==> src/m61h_pkg.sv <==
`timescale 1ns / 1ps
// ----------------------------------------------------------------------------
// m61h_pkg: shared types and helpers for the mod 2^61-1 rolling hash engine
// Field widths, op codes, queue item layout and the Mersenne reduction.
// ----------------------------------------------------------------------------
package m61h_pkg;

  localparam int IDX_W       = 11;
  localparam int HW          = 61;
  localparam int MAX_LEN_DEF = 1024;
  localparam logic [HW-1:0] MOD61    = 61'h1fff_ffff_ffff_ffff;
  localparam logic [HW-1:0] BASE_RST = 61'd131;

  typedef enum logic [2:0] {
    OP_CLEAR  = 3'd0,
    OP_APPEND = 3'd1,
    OP_RANGE  = 3'd2,
    OP_JOIN   = 3'd3,
    OP_LCP    = 3'd4
  } op_e;

  // Classified item as it travels from front to back.
  // n: table index for append, shorter range length for common prefix.
  typedef struct packed {
    op_e              op;
    logic             err;
    logic [7:0]       ch;
    logic [IDX_W-1:0] sa;
    logic [IDX_W-1:0] ea;
    logic [IDX_W-1:0] sb;
    logic [IDX_W-1:0] lb;
    logic [IDX_W-1:0] n;
    logic [HW-1:0]    ha;
    logic [HW-1:0]    hb;
  } item_t;

  // Fold a value below 2^62 into [0, P).
  function automatic logic [HW-1:0] reduce62(input logic [HW:0] x);
    logic [HW:0] s;
    s = {1'b0, x[HW-1:0]} + {{HW{1'b0}}, x[HW]};
    if (s >= {1'b0, MOD61}) begin
      s = s - {1'b0, MOD61};
    end
    return s[HW-1:0];
  endfunction

endpackage

==> src/m61h_queue.sv <==
`timescale 1ns / 1ps
// ----------------------------------------------------------------------------
// m61h_queue: two-entry item queue
// Decouples the classifying front from the executing back.
// ----------------------------------------------------------------------------
module m61h_queue (
  input  logic            clk_i,
  input  logic            rst_ni,
  input  logic            push_i,
  input  m61h_pkg::item_t push_item_i,
  input  logic            pop_i,
  output m61h_pkg::item_t pop_item_o,
  output logic            full_o,
  output logic            empty_o
);

  m61h_pkg::item_t slot_q [2];
  logic       wr_ptr_q, wr_ptr_d;
  logic       rd_ptr_q, rd_ptr_d;
  logic [1:0] cnt_q, cnt_d;

  assign full_o     = (cnt_q == 2'd2);
  assign empty_o    = (cnt_q == 2'd0);
  assign pop_item_o = slot_q[rd_ptr_q];

  always_comb begin
    wr_ptr_d = wr_ptr_q ^ push_i;
    rd_ptr_d = rd_ptr_q ^ pop_i;
    cnt_d    = cnt_q + {1'b0, push_i} - {1'b0, pop_i};
  end

  always_ff @(posedge clk_i or negedge rst_ni) begin
    if (!rst_ni) begin
      wr_ptr_q <= 1'b0;
      rd_ptr_q <= 1'b0;
      cnt_q    <= 2'd0;
    end else begin
      wr_ptr_q <= wr_ptr_d;
      rd_ptr_q <= rd_ptr_d;
      cnt_q    <= cnt_d;
    end
  end

  always_ff @(posedge clk_i) begin
    if (push_i) begin
      slot_q[wr_ptr_q] <= push_item_i;
    end
  end

endmodule

==> config.mk <==
export PLATFORM = sky130hd
export DESIGN_NAME = m61h_queue
export DESIGN_NICKNAME = d
export VERILOG_FILES = /design/src/m61h_pkg.sv /design/src/m61h_queue.sv
export SDC_FILE = /design/constraint.sdc
export NUM_CORES = 1
export LEC_CHECK = 0
export BUFFER_PORTS_ARGS = -buffer_cell sky130_fd_sc_hd__buf_2
export CAP_MARGIN = 10
export CORE_ASPECT_RATIO = 0.6
export CORE_MARGIN = 5
export CORE_UTILIZATION = 41
export CTS_BUF_LIST = sky130_fd_sc_hd__clkbuf_8
export CTS_CLUSTER_SIZE = 25
export DETAILED_ROUTE_END_ITERATION = 7
export PLACE_DENSITY = 0.65
export SLEW_MARGIN = 20
export SYNTH_ARGS = -nofsm -noshare
export SYNTH_HDL_FRONTEND = slang
export SYNTH_SLANG_ARGS = --single-unit
==> constraint.sdc <==
create_clock -name clk_i -period 5.3 [get_ports clk_i]
set_input_delay 1.06 -clock clk_i [delete_from_list [all_inputs] [get_ports clk_i]]
set_output_delay 1.06 -clock clk_i [all_outputs]
set_load 0.1 [all_outputs]
# Word level (Yosys, flattened, before mapping)
# Memories as Yosys holds them, arrays and structs flattened.
# Index checks and enable logic that the tools add are counted.
word_totals:
  regBits: 4
  latchBits: 0
  ramBits: 378
  rom_bits: 0
  in_bits: 193
  output_inout_bits: 191
  wordCells: 12
  mem_count: 1
mem_list:
  columns: ["memory", "words", "word_bits", "read_ports", "rd_ports_with_merged_regs", "wr", "line", "rtl"]
  rows:
  - ["slot_q", 2, 189, 1, 0, 1, "m61h_queue.sv:17", "m61h_pkg::item_t slot_q [2];"]
op_classes:
  add_sub_neg: 2
  mul: 0
  div: 0
  order_cmp: 0
  eq_ne: 1
  n_shift: 0
  mux: 2
  bitwise: 2
  reduce_logical: 1
op_table:
  columns: ["cell", "n"]
  rows:
  - ["2-bit by 1-bit adder with 2-bit output", 1]
  - ["2-bit == test (second input constant)", 1]
  - ["2-bit zero test", 1]
  - ["1-bit two-way mux", 2]
  - ["2-bit by 1-bit subtractor with 2-bit output", 1]
  - ["1-bit bitwise XOR", 2]

# Logic depth before layout (Yosys ltp)
depth:
  ltp_word: 2
  mapped_depth: 5
  depth_no_buf: 5

# Least setup slack after synthesis
# OpenSTA, ideal clock, no wires.
synth_path:
  kind: "input to register"
  start: "input port push_i"
  end: "memory slot_q[0][0] (netlist name) (enable)"
  setup_time_ns: 0.574
  t_arrival_ns: 5.441
  t_required_ns: 4.726
  setup_slack_ns: -0.714
  stages: 1
  n_path_buf: 0
  path_cell_list: "ha_1"
synth_via:
  elab_chain_len: 2
synth_rtl:
  columns: ["item", "line", "rtl"]
  rows:
  - ["start, declared", "m61h_queue.sv:9", "input logic push_i,"]
  - ["1-bit two-way mux", "m61h_queue.sv:45", "if (push_i) begin"]
  - ["1-bit two-way mux (not written as such)", "m61h_queue.sv:46", "slot_q[wr_ptr_q] <= push_item_i;"]
  - ["end, declared", "m61h_queue.sv:17", null]
# No other way between the ends.

==> results.txt <==
status -> completed
CP Capture Type -> primary output
Register-to-Register Path Depth -> 2
worst slew margin relative to its limit -> 0.392
yosys warns -> 0
TritonCTS Buffers -> 56
proportion of synthesized chip area in sequential cells -> 0.804
number of setup buffers added after CTS -> 0
cell area after synthesis -> 14200 µm²
Clock H-tree levels -> 2
Hold Path Class -> in2async
Routed Wire Length -> 29.6 mm
die height -> 154 µm
startpoint-to-endpoint class of the critical path -> reg2out
global-route wire length before repair -> 43.8 mm
clock-pin slew of the registers on the worst-case setup and hold paths -> 0.06 ns
buffers from clock root to sink, at most -> 3
post-route minimum period -> 3.79 ns
clock tree from TritonCTS -> built
flop2flop setup slack -> 3.66 ns
metal3 WL -> 2.75 mm
setup TNS -> 0 ns
Worst Hold Slack -> 0.285 ns
post-detailed-route wirelength per cell -> 19.2 µm
flip-flop and latch count after synthesis -> 382
maximum fanout count along the critical path -> 53
final hold viol count -> 0
end of the worst register-to-register path -> rd_ptr_q$_DFF_PN0_
mean instance size in the synthesized netlist -> 23.6 µm²
vias after detailed routing -> 7182
effective utilization at floorplan -> 0.419
final count of negative-setup-slack endpoints -> 0
net count after synthesis -> 801
detailed-router iteration count before antenna repair -> 6
number of pins exceeding their max-slew limit in the final report -> 0
vias per inst -> 4.67
weighted congestion at the end of routability-driven global placement -> 0.823
sum of overflow across all layers after global routing -> 0
dpl hpwl -> 20.1 mm
fraction of final layout cells sized beyond drive strength 1 -> 0.605
ANT nets after route -> 0
required time of the worst setup path -> 4.24 ns
Routed met2 length -> 14.2 mm
arrival time at the worst endpoint -> 2.73 ns
initial antenna violation count -> 9
number of global-route vias before repair -> 7540
clock sink total -> 382
count of input and output buffers -> 383
top-level port count -> 384
Core Rows -> 52
beginning of the worst register-to-register path -> rd_ptr_q$_DFF_PN0_
number of cells produced by synthesis -> 604
Area Growth Syn to Fin -> 24.8%
clk_skew -> 0.0168 ns
placeable core area -> 34000 µm²
RSZ-0062 raised after global routing -> no
number of library cell types mapped by synthesis -> 12
post-route fraction of the period consumed by the critical path -> 0.715
maximum number of pins on one net before global-route repair -> 99
Clock Latency Late Sink -> 0.57 ns
Starting DRT DRC Count -> 319
cell at the root of the clock tree -> clkbuf_8
max_cap viols -> 0
slew at the pin with the worst max-slew slack -> 0.911 ns
count of unresolved DRC violations after routing -> 0
highest routed metal layer -> met5
post-route met1 wirelength -> 12.0 mm
final net count -> 1231
Global Route Usage Sum -> 0.146
Gates resized, CTS repair -> 0
startpoint class of the critical path -> flop
DIE AREA -> 38700 µm²
top achievable clock speed -> 264 MHz
Horiz. Die Dim -> 251 µm
count of hold buffers inserted by post-cts repair -> 0
## cell usage after synthesis (all sizes together)
master / number / area share
nor2: 1 / 0.00026
edfxtp: 378 / 0.80
dfrtp: 4 / 0.0070
ha: 4 / 0.0035
buf: 21 / 0.013
mux2: 189 / 0.18
inv: 4 / 0.0011
xor2: 1 / 0.00062
xor3: 1 / 0.0017
nor2b: 1 / 0.00044
## metal layers
metal	global-route usage	vias up
li1	-	3285
met1	0.183	3565
met2	0.237	255
met3	0.0601	69
met4	0.0374	8
met5	0	-
## through the flow
stage	instance area, µm²	util	instances	worst slack [ns]
CTS	17800	0.523	1537	1.42
global placement	16700	0.493	1435	2.10
global route	17800	0.523	1537	1.37
floorplan	14200	-	604	1.37
finish	17800	0.523	1539	1.51
detailed placement	16700	0.493	1435	2.08
## kinds of logic after synthesis
kind of cell | Yosys count | synth area share
and+or+nand+nor | 2 | 0.000703
buffers and inverters | 25 | 0.0137
muxes | 189 | 0.176
xor gates and xnor gates | 2 | 0.00228
adders and majority gates | 4 | 0.00351
DFF | 382 | 0.804
## placed cells by master, fill, tap and decap left out, drive strengths merged
cell | synthesis | layout
xor3 | 1 | 1
dfrtp | 4 | 4
mux2 | 189 | 189
diode | 0 | 2
xor2 | 1 | 1
edfxtp | 378 | 378
nor2 | 1 | 1
clkbuf | 0 | 57
ha | 4 | 4
buf | 21 | 393
clkinv | 0 | 18
bufinv | 0 | 2
clkinvlp | 0 | 1
nor2b | 1 | 1
inv | 4 | 28
## worst max-delay path by stage
stage | start | end | slack, ns | cells after the start
after global placement | rd_ptr_q$_DFF_PN0_ | pop_item_o[53] | 2.10 | 3
after global routing | rd_ptr_q$_DFF_PN0_ | pop_item_o[53] | 1.37 | 3
after detailed placement | rd_ptr_q$_DFF_PN0_ | pop_item_o[44] | 2.08 | 3
final | rd_ptr_q$_DFF_PN0_ | pop_item_o[53] | 1.51 | 3
after CTS | rd_ptr_q$_DFF_PN0_ | pop_item_o[44] | 1.42 | 3
after floorplan | push_i | slot_q[1][0]$_DFFE_PP_ | 1.37 | 1
## state kept, by name, summed over array words and instances, names as in the netlist
| register | flops |
|---|---|
| cnt_q | 2 |
| rd_ptr_q | 1 |
| slot_q | 378 |
| wr_ptr_q | 1 |
## worst max-delay path, stage by stage (launching register included)
cell     delay [ns]
dfrtp_4        1.01
buf_12         0.37
mux2_2         0.39
buf_2          0.29
## final cells by class
class	instances	area, µm²
fill	2836	16200
clock buffer	57	785
tap	459	574
multi-input combinational	197	2620
sequential	382	11500
inverter	4	15.0
timing repair buffer	393	2080
clock inverter	45	241
antenna	2	5.00
Power is not shown: default switching activity piles up to over one toggle a cycle in this logic, so the estimate is an artifact.
