===== src/m61h_pkg.sv =====
`timescale 1ns / 1ps
// ----------------------------------------------------------------------------
// m61h_pkg: shared types and helpers for the mod 2^61-1 rolling hash engine
// Field widths, op codes, queue item layout and the Mersenne reduction.
// ----------------------------------------------------------------------------
package m61h_pkg;

  localparam int IDX_W       = 11;
  localparam int HW          = 61;
  localparam int MAX_LEN_DEF = 1024;
  localparam logic [HW-1:0] MOD61    = 61'h1fff_ffff_ffff_ffff;
  localparam logic [HW-1:0] BASE_RST = 61'd131;

  typedef enum logic [2:0] {
    OP_CLEAR  = 3'd0,
    OP_APPEND = 3'd1,
    OP_RANGE  = 3'd2,
    OP_JOIN   = 3'd3,
    OP_LCP    = 3'd4
  } op_e;

  // Classified item as it travels from front to back.
  // n: table index for append, shorter range length for common prefix.
  typedef struct packed {
    op_e              op;
    logic             err;
    logic [7:0]       ch;
    logic [IDX_W-1:0] sa;
    logic [IDX_W-1:0] ea;
    logic [IDX_W-1:0] sb;
    logic [IDX_W-1:0] lb;
    logic [IDX_W-1:0] n;
    logic [HW-1:0]    ha;
    logic [HW-1:0]    hb;
  } item_t;

  // Fold a value below 2^62 into [0, P).
  function automatic logic [HW-1:0] reduce62(input logic [HW:0] x);
    logic [HW:0] s;
    s = {1'b0, x[HW-1:0]} + {{HW{1'b0}}, x[HW]};
    if (s >= {1'b0, MOD61}) begin
      s = s - {1'b0, MOD61};
    end
    return s[HW-1:0];
  endfunction

endpackage


===== src/m61h_front.sv =====
`timescale 1ns / 1ps
// ----------------------------------------------------------------------------
// m61h_front: command intake and classification
// Tracks the stored length, checks ranges and flags rejected commands.
// ----------------------------------------------------------------------------
module m61h_front #(
  parameter int MAX_LEN = m61h_pkg::MAX_LEN_DEF
) (
  input  logic                       clk_i,
  input  logic                       rst_ni,
  input  logic                       start_i,
  input  logic                       full_i,
  input  logic [2:0]                 op_i,
  input  logic [7:0]                 char_in_i,
  input  logic [m61h_pkg::IDX_W-1:0] start_a_i,
  input  logic [m61h_pkg::IDX_W-1:0] end_a_i,
  input  logic [m61h_pkg::IDX_W-1:0] start_b_i,
  input  logic [m61h_pkg::IDX_W-1:0] end_b_i,
  input  logic [m61h_pkg::HW-1:0]    hash_a_i,
  input  logic [m61h_pkg::HW-1:0]    hash_b_i,
  input  logic [m61h_pkg::IDX_W-1:0] length_b_i,
  output logic                       push_o,
  output m61h_pkg::item_t            item_o
);

  localparam logic [m61h_pkg::IDX_W-1:0] LenMax = m61h_pkg::IDX_W'(MAX_LEN);

  logic [m61h_pkg::IDX_W-1:0] len_q, len_d;
  logic [m61h_pkg::IDX_W-1:0] da, db;
  logic ok_a, ok_b;

  assign push_o = start_i && !full_i;
  assign ok_a   = (start_a_i <= end_a_i) && (end_a_i <= len_q);
  assign ok_b   = (start_b_i <= end_b_i) && (end_b_i <= len_q);
  assign da     = end_a_i - start_a_i;
  assign db     = end_b_i - start_b_i;

  always_comb begin
    item_o    = '0;
    item_o.op = m61h_pkg::op_e'(op_i);
    item_o.ch = char_in_i;
    item_o.sa = start_a_i;
    item_o.ea = end_a_i;
    item_o.sb = start_b_i;
    item_o.lb = length_b_i;
    item_o.ha = hash_a_i;
    item_o.hb = hash_b_i;
    item_o.n  = len_q;
    len_d     = len_q;
    unique case (op_i)
      m61h_pkg::OP_CLEAR: begin
        len_d = '0;
      end
      m61h_pkg::OP_APPEND: begin
        if (len_q >= LenMax) begin
          item_o.err = 1'b1;
        end else begin
          len_d = len_q + 1'b1;
        end
      end
      m61h_pkg::OP_RANGE: begin
        item_o.err = !ok_a;
      end
      m61h_pkg::OP_JOIN: begin
        item_o.err = (length_b_i > len_q);
      end
      m61h_pkg::OP_LCP: begin
        item_o.err = !(ok_a && ok_b);
        item_o.n   = (da < db) ? da : db;
      end
      default: begin
        item_o.err = 1'b1;
      end
    endcase
  end

  always_ff @(posedge clk_i or negedge rst_ni) begin
    if (!rst_ni) begin
      len_q <= '0;
    end else if (push_o) begin
      len_q <= len_d;
    end
  end

endmodule


===== config.mk =====
export PLATFORM = sky130hd
export DESIGN_NAME = m61h_front
export DESIGN_NICKNAME = d
export VERILOG_FILES = /design/src/m61h_pkg.sv /design/src/m61h_front.sv
export SDC_FILE = /design/constraint.sdc
export NUM_CORES = 1
export LEC_CHECK = 0
export ABC_AREA = 1
export BUFFER_PORTS_ARGS = -buffer_cell sky130_fd_sc_hd__buf_2
export CAP_MARGIN = 25
export CORE_AREA = 10 10 142 144
export CTS_BUF_LIST = sky130_fd_sc_hd__clkbuf_8 sky130_fd_sc_hd__clkbuf_16
export CTS_CLUSTER_DIAMETER = 80
export DETAILED_ROUTE_END_ITERATION = 8
export DIE_AREA = 0 0 152 154
export GPL_ROUTABILITY_DRIVEN = 0
export GPL_TIMING_DRIVEN = 1
export MAX_ROUTING_LAYER = met4
export PLACE_DENSITY_LB_ADDON = 0.2
export SLEW_MARGIN = 20
export SYNTH_ARGS = -nofsm -noshare
export SYNTH_HDL_FRONTEND = slang
export SYNTH_SLANG_ARGS = --single-unit

===== constraint.sdc =====
create_clock -name clk_i -period 7 [get_ports clk_i]
set_clock_uncertainty 0.05 [all_clocks]
set_input_delay 0.7 -clock clk_i [delete_from_list [all_inputs] [get_ports clk_i]]
set_output_delay 0.7 -clock clk_i [all_outputs]
set_load 0.01 [all_outputs]

After elaboration in Yosys (flattened, before gate mapping)
Index checks and enable logic that the tools add are counted.
W data, S select, Z words.

word-level totals
  flip-flop bits (word level) = 11
  output and inout bits = 190
  word-level logic and storage cells = 32
  input port bits = 192

operators by class
  muxes and demuxes = 6
  reductions and logical operators = 10
  eq/ne operators = 5
  add/subtract/negate cells = 3
  order comparisons = 7

operator list
  operator                 count
  $le A11 B11 Y1           4
  $mux W11                 3
  $pmux W11 S2             1
  $sub A11 B11 Y11         2
  $add A11 B1 Y11 const B  1
  $ge A11 B11 Y1 const B   1
  $gt A11 B11 Y1           1
  $lt A11 B11 Y1           1
  $eq A3 B2 Y1 const B     2
  $pmux W1 S5              1
  $logic_and A1 B1 Y1      4
  $eq A3 B1 Y1 const B     1
  $eq A3 B3 Y1 const B     1
  $logic_not A1 Y1         3
  $logic_not A3 Y1         1
  $reduce_and A3 Y1        1
  $ne A2 B2 Y1 const B     1
  $reduce_bool A2 Y1       1
  $mux W1                  1

Logic depth before layout (Yosys ltp)
Gate-level depths: netlist (run 1).

  depth in word-level cells = 5
  depth in mapped cells = 23
  gate-level depth less buffers = 22

Worst setup path before layout (run 1)
Ideal clock, no wire load.

  kind = in2out
  start point = input port end_a_i[0] (netlist name)
  end point = output port item_o[123] (netlist name)
  setup slack = 3.219 ns
  path buffers = 1
  stages = 21
  required time = 6.250 ns
  arrival time = 3.031 ns
  cells stage by stage = inv_1 -> ha_1 -> inv_1 -> fa_1 -> nand3_1 -> nand3_1 -> nand2_1 -> nand3b_1 -> nand2_1 -> inv_1 -> ha_1 -> nand2_1 -> inv_1 -> nand2_1 -> nand2_1 -> nand2_1 -> nand2_1 -> nor2_1 -> buf_4 -> nand2_1 -> a21oi_1

RTL lines
  item             line              RTL
  start, declared  m61h_front.sv:16  input logic [m61h_pkg::IDX_W-1:0] end_a_i,
  end, declared    m61h_front.sv:23  output m61h_pkg::item_t item_o

==> results of run 1 <==
layout make-up:
cell class | count | area (µm²) | share of cell area, %
clock buffers | 3 | 75.1 | 1.76
clock inverters | 1 | 3.75 | 0.0881
inverters | 101 | 379 | 8.90
multi-input cells | 451 | 2630 | 61.8
flip-flops and latches | 11 | 275 | 6.46
well taps | 225 | 282 | 6.61
repair buffers | 122 | 613 | 14.4
cells by family (layout without fill, tap and decap cells):
group	Yosys count	in the layout	share of synthesized area, %
buf+inv	281	227	37.2
compound gates	59	59	6.97
fa+ha+maj	68	68	18.7
flops	11	11	5.94
simple gates	317	317	29.9
xor+xnor	7	7	1.32
worst max-delay path: cells and delay by family:
family / cells / cell delay (ns)
buf+inv: 6 / 0.51
simple gates: 14 / 1.85
fa+ha+maj: 3 / 0.86
cells in the mapped netlist (all sizes together):
| cell type | instances | area [µm²] |
|---|---|---|
| o21a | 4 | 30.0 |
| nand4 | 12 | 75.1 |
| nor3b | 1 | 7.51 |
| clkinv | 1 | 3.75 |
| a31oi | 1 | 6.26 |
| dfrtp | 11 | 275 |
| nor4 | 1 | 6.26 |
| nand3 | 48 | 240 |
| a21oi | 33 | 169 |
| buf | 180 | 1350 |
| o21ai | 16 | 80.1 |
| nor3 | 5 | 46.3 |
| o21bai | 1 | 7.51 |
| xnor2 | 6 | 52.6 |
| ha | 66 | 826 |
| inv | 100 | 375 |
| nor2 | 43 | 184 |
| a21boi | 1 | 7.51 |
| xor2 | 1 | 8.76 |
| a21o | 3 | 22.5 |
| and2 | 3 | 18.8 |
| nand3b | 6 | 45.0 |
| nand2 | 198 | 761 |
| fa | 2 | 40.0 |
path summary, 6_finish.rpt:
kind	cells after the start	end	startpoint	slack [ns]
min in group clk_i	1	len_q[3]$_DFFE_PN0P_	len_q[3]$_DFFE_PN0P_	0.50
hold / removal	1	len_q[4]$_DFFE_PN0P_	rst_ni	0.28
max in group asynchronous	1	len_q[9]$_DFFE_PN0P_	rst_ni	6.42
setup / recovery	23	item_o[132]	end_a_i[0]	2.30
setup reg to reg	8	len_q[6]$_DFFE_PN0P_	len_q[0]$_DFFE_PN0P_	5.17
hold reg to reg	1	len_q[3]$_DFFE_PN0P_	len_q[3]$_DFFE_PN0P_	0.50
through the flow:
step	hold WS [ns]	cells	utilization, %
2_1_floorplan	0.354	743	-
3_3_place_gp	0.491	909	24.3
3_5_place_dp	0.485	909	24.3
4_1_cts	0.289	913	24.8
5_1_grt	0.292	914	24.8
6_report	0.276	914	24.8
routing by layer:
layer / vias up / GRT usage [%] / share of wire, %
met5: - / - / 0
met4: 0 / 4.26 / 3.4
met1: 1729 / 15.2 / 47
met2: 184 / 17.8 / 42
li1: 2066 / - / -
met3: 55 / 3.15 / 7.8
power groups by stage:
stage | combinational (mW) | sequential, mW | clock (mW)
after floorplan | 0.344 | 0.0754 | 0
after global placement | 0.377 | 0.0788 | 0
after detailed placement | 0.375 | 0.0787 | 0
after CTS | 0.377 | 0.0778 | 0.106
after global routing | 0.432 | 0.0790 | 0.111
final | 0.370 | 0.0778 | 0.105
==> impl_metrics.yaml, run 1 <==
status:
  status: "completed"
routing:
  vias: 4034
  wl_per_cell_um: 15.5
  first_pass_iters: 4
  viasPerCell: 4.41
  totalWireLength_um: 14200
  drcViolationCount: 0
  drt-initial-drc-count: 164
  ant_nets: 0
power_and_ir_drop:
  intPower_mw: 0.281
  p_leak_nw: 2.48
  p_comb_share_pct: 67.0
  switching_power_mw: 0.272
  p_per_area_mw_per_mm2: 130
  p_seq_share_pct: 14.1
  peakVddDrop_mv: 0.0725
  clockPowerShare_pct: 18.9
  finalPower_mw: 0.553
  swShare_pct: 49.1
synth:
  synth.distinct_cells: 33
  seq_area_frac_synth_pct: 5.94
  synth_area_mm2: 0.00463
  synth_seq_cells: 11
  netlist_instances: 743
  yosysWarnings: 0
  synth_area_per_cell_um2: 6.24
  synth_nets: 1003
setup_path:
  critPathMaxFanout: 12
  worstPathArrival_ns: 3.95
  cp_common_cell: "nand2_1"
  path_cells: "buf_2 -> inv_1 -> ha_1 -> inv_1 -> fa_1 -> nand3_1 -> nand3_1 -> nand2_1 -> nand3b_1 -> nand2_1 -> inv_1 -> ha_1 -> nand2_1 -> inv_1 -> nand2_1 -> nand2_1 -> nand2_1 -> nand2_1 -> nor2_1 -> nand3_1 -> nand3_1 -> nand2_1 -> buf_2"
  critPathSlowestCell: "nor2_1"
  start_kind: "primary input"
  crit_path_end_kind: "primary output"
  worstPathRequired_ns: 6.25
  slowest_delay_ns: 0.67
  path_class: "in2out"
min_path:
  worstHoldPathType: "in2async"
floorplan:
  start_util_pct: 27.0
  die_h_um: 154
  core.rowCount: 48
  design.core.area_mm2: 0.0172
  die_area_mm2: 0.0234
  io_pins: 382
  die_w_um: 152
final_layout:
  top_register: "len_q"
  drive_above_1_share_pct: 20.9
  final_common_cell: "nand2_1"
  fin_nets: 950
  reg_top3: "len_q: 11 flops"
  fin_area_mm2: 0.00426
  diodes: 0
  area_growth_syn_to_layout_pct: -8.05
  final_cell_mix: "nand2_1, buf_2, inv_1"
  fill_cells: 2013
  largest_register_ffs: 11
timing:
  tightest_slew_ns: 0.887
  hold_viol: 0
  rsz0062_at_grt: "false"
  finalCritPeriodShare_pct: 67.1
  final.setup.tns_ns: 0
  relSlewSlack_pct: 40.6
  period_needed_ns: 4.70
  fin_ws_ns: 2.30
  fmax_mhz: 213
  final_max_slew_viol_count: 0
  finalSetupViolations: 0
cts:
  insertion_delay_ns: 0.24
  cts_tree: "yes"
  cts_resized: 0
  cts_hold_buf: 0
  clock_path_buffers: 2
  cts_made_buffers: 3
  cts.sinks: 11
  h-tree-depth: 1
  cts_root_buf: "clkbuf_16"
  clk_pin_slew_ns: 0.04
  cts_setup_buffers: 0
grt:
  grt_pass1_vias: 4154
  grt_max_degree: 15
  globalRouteOverflowTotal: 0
  grt_use_total_pct: 11.9
  grt_pass1_wl_um: 22300
  antenna_found_initial: 0
placement:
  port_buffers: 121
  placedInstanceArea_mm2: 0.00418
  place_ws_ns: 2.32
  dpl.hpwl_um: 12600
job:
  drv_cap: 0
Note: power is estimated with default switching activity, not from simulation.
==> run 2: changes to the inputs <==
--- a/config.mk
+++ b/config.mk
@@ -8,11 +8,11 @@
 export ABC_AREA = 1
 export BUFFER_PORTS_ARGS = -buffer_cell sky130_fd_sc_hd__buf_2
 export CAP_MARGIN = 25
-export CORE_AREA = 10 10 142 144
+export CORE_AREA = 10 10 141 143
 export CTS_BUF_LIST = sky130_fd_sc_hd__clkbuf_8 sky130_fd_sc_hd__clkbuf_16
 export CTS_CLUSTER_DIAMETER = 80
 export DETAILED_ROUTE_END_ITERATION = 8
-export DIE_AREA = 0 0 152 154
+export DIE_AREA = 0 0 151 153
 export GPL_ROUTABILITY_DRIVEN = 0
 export GPL_TIMING_DRIVEN = 1
 export MAX_ROUTING_LAYER = met4
==> constraint.sdc (replaced) <==
create_clock -name clk_i -period 3.8 [get_ports clk_i]
set_clock_uncertainty 0.05 [all_clocks]
set_input_delay 0.38 -clock clk_i [delete_from_list [all_inputs] [get_ports clk_i]]
set_output_delay 0.38 -clock clk_i [all_outputs]
set_load 0.01 [all_outputs]
==> impl_metrics.yaml, run 2 (synthesis results as in run 1) <==
status:
  status: "completed"
routing:
  drt-initial-drc-count: 147
  totalWireLength_um: 14900
  wl_per_cell_um: 16.2
  ant_nets: 0
  first_pass_iters: 4
  viasPerCell: 4.39
  drcViolationCount: 0
  vias: 4040
floorplan:
  die_h_um: 153
  die_w_um: 151
  design.core.area_mm2: 0.0171
  start_util_pct: 27.2
  core.rowCount: 48
  io_pins: 382
  die_area_mm2: 0.0231
timing:
  relSlewSlack_pct: 37.6
  hold_viol: 0
  finalSetupViolations: 0
  fin_ws_ns: 0.267
  period_needed_ns: 3.53
  final_max_slew_viol_count: 0
  tightest_slew_ns: 0.931
  finalCritPeriodShare_pct: 93.0
  fmax_mhz: 283
  rsz0062_at_grt: "false"
  final.setup.tns_ns: 0
final_layout:
  multiInputGateArea_mm2: 0.00275
  reg_top3: "len_q: 11 flops"
  drive_above_1_share_pct: 25.1
  fill_cells: 2002
  top_register: "len_q"
  fin_nets: 957
  final_core_util_pct: 26.0
  final_common_cell: "nand2_1"
  final_cell_mix: "nand2_1, buf_2, inv_1"
  seq_area_um2: 275
  largest_register_ffs: 11
  diodes: 0
  area_growth_syn_to_layout_pct: -4.18
setup_path:
  slowest_delay_ns: 0.39
  path_cells: "buf_2 -> inv_1 -> ha_1 -> inv_2 -> fa_2 -> buf_4 -> nand3_1 -> nand3_1 -> nand2_1 -> nand2_1 -> ha_1 -> a21o_1 -> nor2_2 -> nand2_1 -> nor2_2 -> buf_6 -> nand2_1 -> nand3_1 -> o21ai_1 -> buf_2"
  reg2reg_slack_ns: 1.91
  worstPathRequired_ns: 3.37
  critPathSlowestCell: "fa_2"
  worstPathArrival_ns: 3.10
  reg2regPathDepth: 8
  start_kind: "primary input"
  critPathMaxFanout: 5
  cp_common_cell: "nand2_1"
  path_class: "in2out"
  r2r_start: "len_q[0]$_DFFE_PN0P_"
  r2r_end: "len_q[6]$_DFFE_PN0P_"
  crit_path_end_kind: "primary output"
grt:
  grt_max_degree: 15
  grt_pass1_vias: 4142
  antenna_found_initial: 0
  grt_pass1_wl_um: 22700
  grt_use_total_pct: 12.7
  globalRouteOverflowTotal: 0
cts:
  cts.sinks: 11
  cts_root_buf: "clkbuf_16"
  insertion_delay_ns: 0.24
  h-tree-depth: 1
  clk_pin_slew_ns: 0.05
  cts_made_buffers: 3
  clock_path_buffers: 2
  cts_tree: "yes"
min_path:
  hp-start: "full_i"
  worstHoldPathType: "in2reg"
  worstHoldPathCells: 4
  hold_end: "len_q[10]$_DFFE_PN0P_"
power_and_ir_drop:
  swShare_pct: 48.6
  p_leak_nw: 2.55
  peakVddDrop_mv: 0.287
  intPower_mw: 0.575
  finalPower_mw: 1.12
  switching_power_mw: 0.544
  p_seq_share_pct: 12.8
  p_per_area_mw_per_mm2: 252
  p_comb_share_pct: 69.5
  clockPowerShare_pct: 17.7
placement:
  dpl.hpwl_um: 13000
  place_ws_ns: 0.0803
  port_buffers: 121
job:
  drv_cap: 0
run 2: changes by cell type in the layout (fill, tap and decap cells not counted), moves of 3 or more:
cell / previous run / this run
buf_4: 1 / 6
nand2_1: 193 / 188
nand2_2: 4 / 9
a21oi_1: 32 / 28
a21oi_2: 1 / 5
nand3_1: 48 / 44
nor2_1: 40 / 36
nor2_2: 0 / 4
nand3_2: 0 / 3
run 2: per-stage QoR:
step	hold slack (ns)	cell area, µm²	instances
after floorplan	0.0344	4630	743
after global placement	0.227	4210	913
after detailed placement	0.226	4210	913
after CTS	0.471	4300	918
after global routing	0.507	4440	921
final	0.450	4440	921
run 2: power by group through the flow:
stage | logic, mW | registers [mW] | clock network, mW
2_1_floorplan | 0.634 | 0.139 | 0
3_3_place_gp | 0.735 | 0.146 | 0
3_5_place_dp | 0.725 | 0.145 | 0
4_1_cts | 0.730 | 0.144 | 0.201
5_1_grt | 0.894 | 0.146 | 0.208
6_report | 0.778 | 0.144 | 0.198
run 2: final cells by class:
class	instances	area share, %
Clock buffer	3	1.69
Clock inverter	1	0.113
Inverter	101	8.54
Multi-Input combinational cell	451	61.8
Sequential cell	11	6.20
Tap cell	225	6.34
Timing Repair Buffer	129	15.3
run 2: worst max-delay path by stage:
stage	slack, ns	to	depth (start not counted)	startpoint
global route	0.001	item_o[122]	22	end_a_i[0]
CTS	0.07	item_o[124]	20	end_a_i[0]
floorplan	0.66	item_o[123]	21	end_a_i[0]
detailed placement	0.08	item_o[124]	20	end_a_i[0]
global placement	0.08	item_o[124]	20	end_a_i[0]
finish	0.27	item_o[124]	20	end_a_i[0]
run 2: metal layers:
metal	part of all wire, %	vias to the layer above	global-route usage (%)
met1	44	1766	15.3
met4	3.0	0	4.22
met5	0	-	-
met2	47	135	20.8
met3	6.1	62	2.24
li1	-	2077	-
run 2: critical path, delay by kind of cell:
| kind | cells | cell delay [ns] |
|---|---|---|
| compound gates | 2 | 0.27 |
| buf+inv | 6 | 0.73 |
| fa+ha+maj | 3 | 0.87 |
| simple gates | 9 | 0.86 |
run 2: what timing repair did:
item	in CTS	in global routing
setup buffers	0	3
endpoints found under the setup margin	0	11
hold buffers	1	0
resized for setup	0	29
hold endpoints to repair	11	0
==> run 3: changes to the inputs <==
--- a/config.mk
+++ b/config.mk
@@ -5,18 +5,19 @@
 export SDC_FILE = /design/constraint.sdc
 export NUM_CORES = 1
 export LEC_CHECK = 0
-export ABC_AREA = 1
+export ABC_AREA = 0
 export BUFFER_PORTS_ARGS = -buffer_cell sky130_fd_sc_hd__buf_2
 export CAP_MARGIN = 25
-export CORE_AREA = 10 10 141 143
+export CORE_AREA = 10 10 142 144
 export CTS_BUF_LIST = sky130_fd_sc_hd__clkbuf_8 sky130_fd_sc_hd__clkbuf_16
 export CTS_CLUSTER_DIAMETER = 80
 export DETAILED_ROUTE_END_ITERATION = 8
-export DIE_AREA = 0 0 151 153
+export DIE_AREA = 0 0 152 154
 export GPL_ROUTABILITY_DRIVEN = 0
 export GPL_TIMING_DRIVEN = 1
 export MAX_ROUTING_LAYER = met4
 export PLACE_DENSITY_LB_ADDON = 0.2
+export SETUP_SLACK_MARGIN = 0.4
 export SLEW_MARGIN = 20
 export SYNTH_ARGS = -nofsm -noshare
 export SYNTH_HDL_FRONTEND = slang
==> impl_metrics.yaml, run 3 <==
synth:
  synth_top_cells_by_count: "buf_4, ha_1, inv_1"
  yosysWarnings: 0
  synth_flop_cell: "dfrtp_1"
  netlist_top_cells_area: "buf_4, ha_1, dfrtp_1"
  yosysMostFrequentCell: "buf_4"
  synth_area_per_cell_um2: 7.45
  seq_area_frac_synth_pct: 6.41
  netlist_instances: 576
  synth.distinct_cells: 53
  synth_seq_cells: 11
  synth_top_area_cell: "buf_4"
  synth_area_mm2: 0.00429
  yosys.area.top_type_share_pct: 31.0
  async_reset_ff_share_pct: 100
  synth_nets: 836
  synth_edf_count: 0
timing:
  final_max_slew_viol_count: 0
  hold_viol: 0
  fin_ws_ns: -0.103
  final.setup.tns_ns: -0.591
  fmax_mhz: 256
  period_needed_ns: 3.90
  tightest_slew_ns: 0.630
  finalCritPeriodShare_pct: 103
  rsz0062_at_grt: "true"
  finalSetupViolations: 10
  relSlewSlack_pct: 57.8
routing:
  wl_per_cell_um: 17.1
  first_pass_iters: 4
  drt-initial-drc-count: 115
  drcViolationCount: 0
  viasPerCell: 4.60
  totalWireLength_um: 13900
  vias: 3753
  ant_nets: 0
status:
  status: "complete, but fails checks"
  violations: "negative setup slack"
min_path:
  hp-start: "op_i[0]"
  worstHoldPathType: "in2reg"
setup_path:
  crit_start: "end_a_i[0]"
  critPathSlowestCell: "fa_2"
  r2r_start: "len_q[0]$_DFFE_PN0P_"
  worstPathRequired_ns: 3.37
  crit_buf_inv: 5
  slowest_delay_ns: 0.33
  path_class: "in2out"
  crit_path_end_kind: "primary output"
  cp_common_cell: "a21oi_2"
  path_delay_family: "compound AO/OA/AOI/OAI gates"
  start_kind: "primary input"
  worstPathArrival_ns: 3.47
  path_cells: "buf_12 -> inv_12 -> ha_4 -> inv_2 -> fa_2 -> a21o_1 -> a221oi_2 -> o211ai_1 -> xor2_1 -> ha_1 -> a21oi_2 -> o21ai_2 -> a21oi_2 -> o21ai_4 -> buf_6 -> mux2i_4 -> o21ai_1 -> buf_2"
  critPathMaxFanout: 6
placement:
  placedInstanceArea_mm2: 0.00447
  dpl.hpwl_um: 12100
  place_inst: 802
  port_buffers: 121
final_layout:
  fin_nets: 850
  area_growth_syn_to_layout_pct: 11.9
  largest_register_ffs: 11
  final_cell_mix: "buf_2, buf_4, ha_1"
  reg_top3: "len_q: 11 flops"
  fin_area_mm2: 0.00481
  stdcell_count: 815
  top_register: "len_q"
  drive_above_1_share_pct: 42.1
  final_common_cell: "buf_2"
  fill_cells: 1908
floorplan:
  start_util_pct: 25.0
  io_pins: 382
  die_h_um: 154
  die_area_mm2: 0.0234
  design.core.area_mm2: 0.0172
  core.rowCount: 48
  die_w_um: 152
cts:
  cts_made_buffers: 3
  cts.sinks: 11
  insertion_delay_ns: 0.24
  clk_pin_slew_ns: 0.04
  cts_tree: "yes"
  cts_root_buf: "clkbuf_16"
  h-tree-depth: 1
  clock_path_buffers: 2
grt:
  grt_max_degree: 17
  grt_pass1_vias: 4063
  grt_use_total_pct: 11.5
  globalRouteOverflowTotal: 0
  grt_pass1_wl_um: 21700
  antenna_found_initial: 1
power_and_ir_drop:
  peakVddDrop_mv: 0.146
  p_per_area_mw_per_mm2: 327
  p_leak_nw: 2.38
job:
  drv_cap: 0
## run 3: metrics by stage
stage                     utilization, %  setup slack [ns]  hold WS, ns  power [mW]
final                               28.0            -0.103        0.482        1.57
after global routing                28.0            -0.241        0.500        1.72
after CTS                           27.6           -0.0485        0.488        1.54
after detailed placement            26.0            -0.288        0.225        1.24
after global placement              26.0            -0.230        0.217        1.22
after floorplan                        -             0.302       0.0344       0.990
## run 3: kinds of logic (layout without fill, tap and decap cells)
family	count (synthesis)	after routing	share of synthesized area, %
buffers and inverters	235	248	36.3
and+or+nand+nor	130	130	15.6
AOI/OAI and AO/OA	102	102	15.2
adders and majority gates	68	68	20.2
xor gates and xnor gates	22	22	4.49
DFF	11	11	6.41
muxes	8	8	1.89
other	0	1	0
## run 3: layout make-up
| type | count | area, µm² | area share (%) |
|---|---|---|---|
| inverters | 50 | 203 | 4.22 |
| flip-flops and latches | 11 | 275 | 5.73 |
| clock inverters | 1 | 3.75 | 0.0781 |
| well taps | 225 | 282 | 5.86 |
| repair buffers | 194 | 1200 | 24.9 |
| clock buffers | 3 | 75.1 | 1.56 |
| diodes | 1 | 2.50 | 0.0521 |
| multi-input cells | 330 | 2770 | 57.6 |
## run 3: worst paths after layout
kind | slack (ns) | endpoint | cells past startpoint
max | -0.10 | item_o[126] | 18
min | 0.48 | len_q[1]$_DFFE_PN0P_ | 3
max reg2reg | 2.20 | len_q[8]$_DFFE_PN0P_ | 4
min reg2reg | 0.55 | len_q[8]$_DFFE_PN0P_ | 2
max in group asynchronous | 2.98 | len_q[4]$_DFFE_PN0P_ | 2
min in group asynchronous | 0.50 | len_q[6]$_DFFE_PN0P_ | 2
## run 3: power by group
group / total (mW) / internal [mW] / switching, mW
Sequential: 0.183 / 0.144 / 0.0399
Clock: 0.191 / 0.138 / 0.0529
Combinational: 1.20 / 0.561 / 0.636
## run 3: metal layers
metal / vias to the layer above / routed length (µm) / GRT usage (%)
met4: 0 / 233 / 2.34
met5: - / 0 / -
met3: 39 / 688 / 2.37
li1: 1843 / - / -
met1: 1738 / 5880 / 12.9
met2: 133 / 7130 / 20.6
## run 3: repair_timing
action | in CTS | in global routing
resized for setup | 27 | 12
hold buffers | 1 | 0
pin swaps | 23 | 8
setup endpoints to repair | 11 | 12
buffers inserted | 6 | 1
hold endpoints to repair | 11 | 0
## run 3: worst reg2reg max path, stage by stage, from the launching register on
cell and delay [ns]:
dfrtp_1 0.57, ha_1 0.31, nand3_4 0.10, or3_1 0.32, a21oi_1 0.16
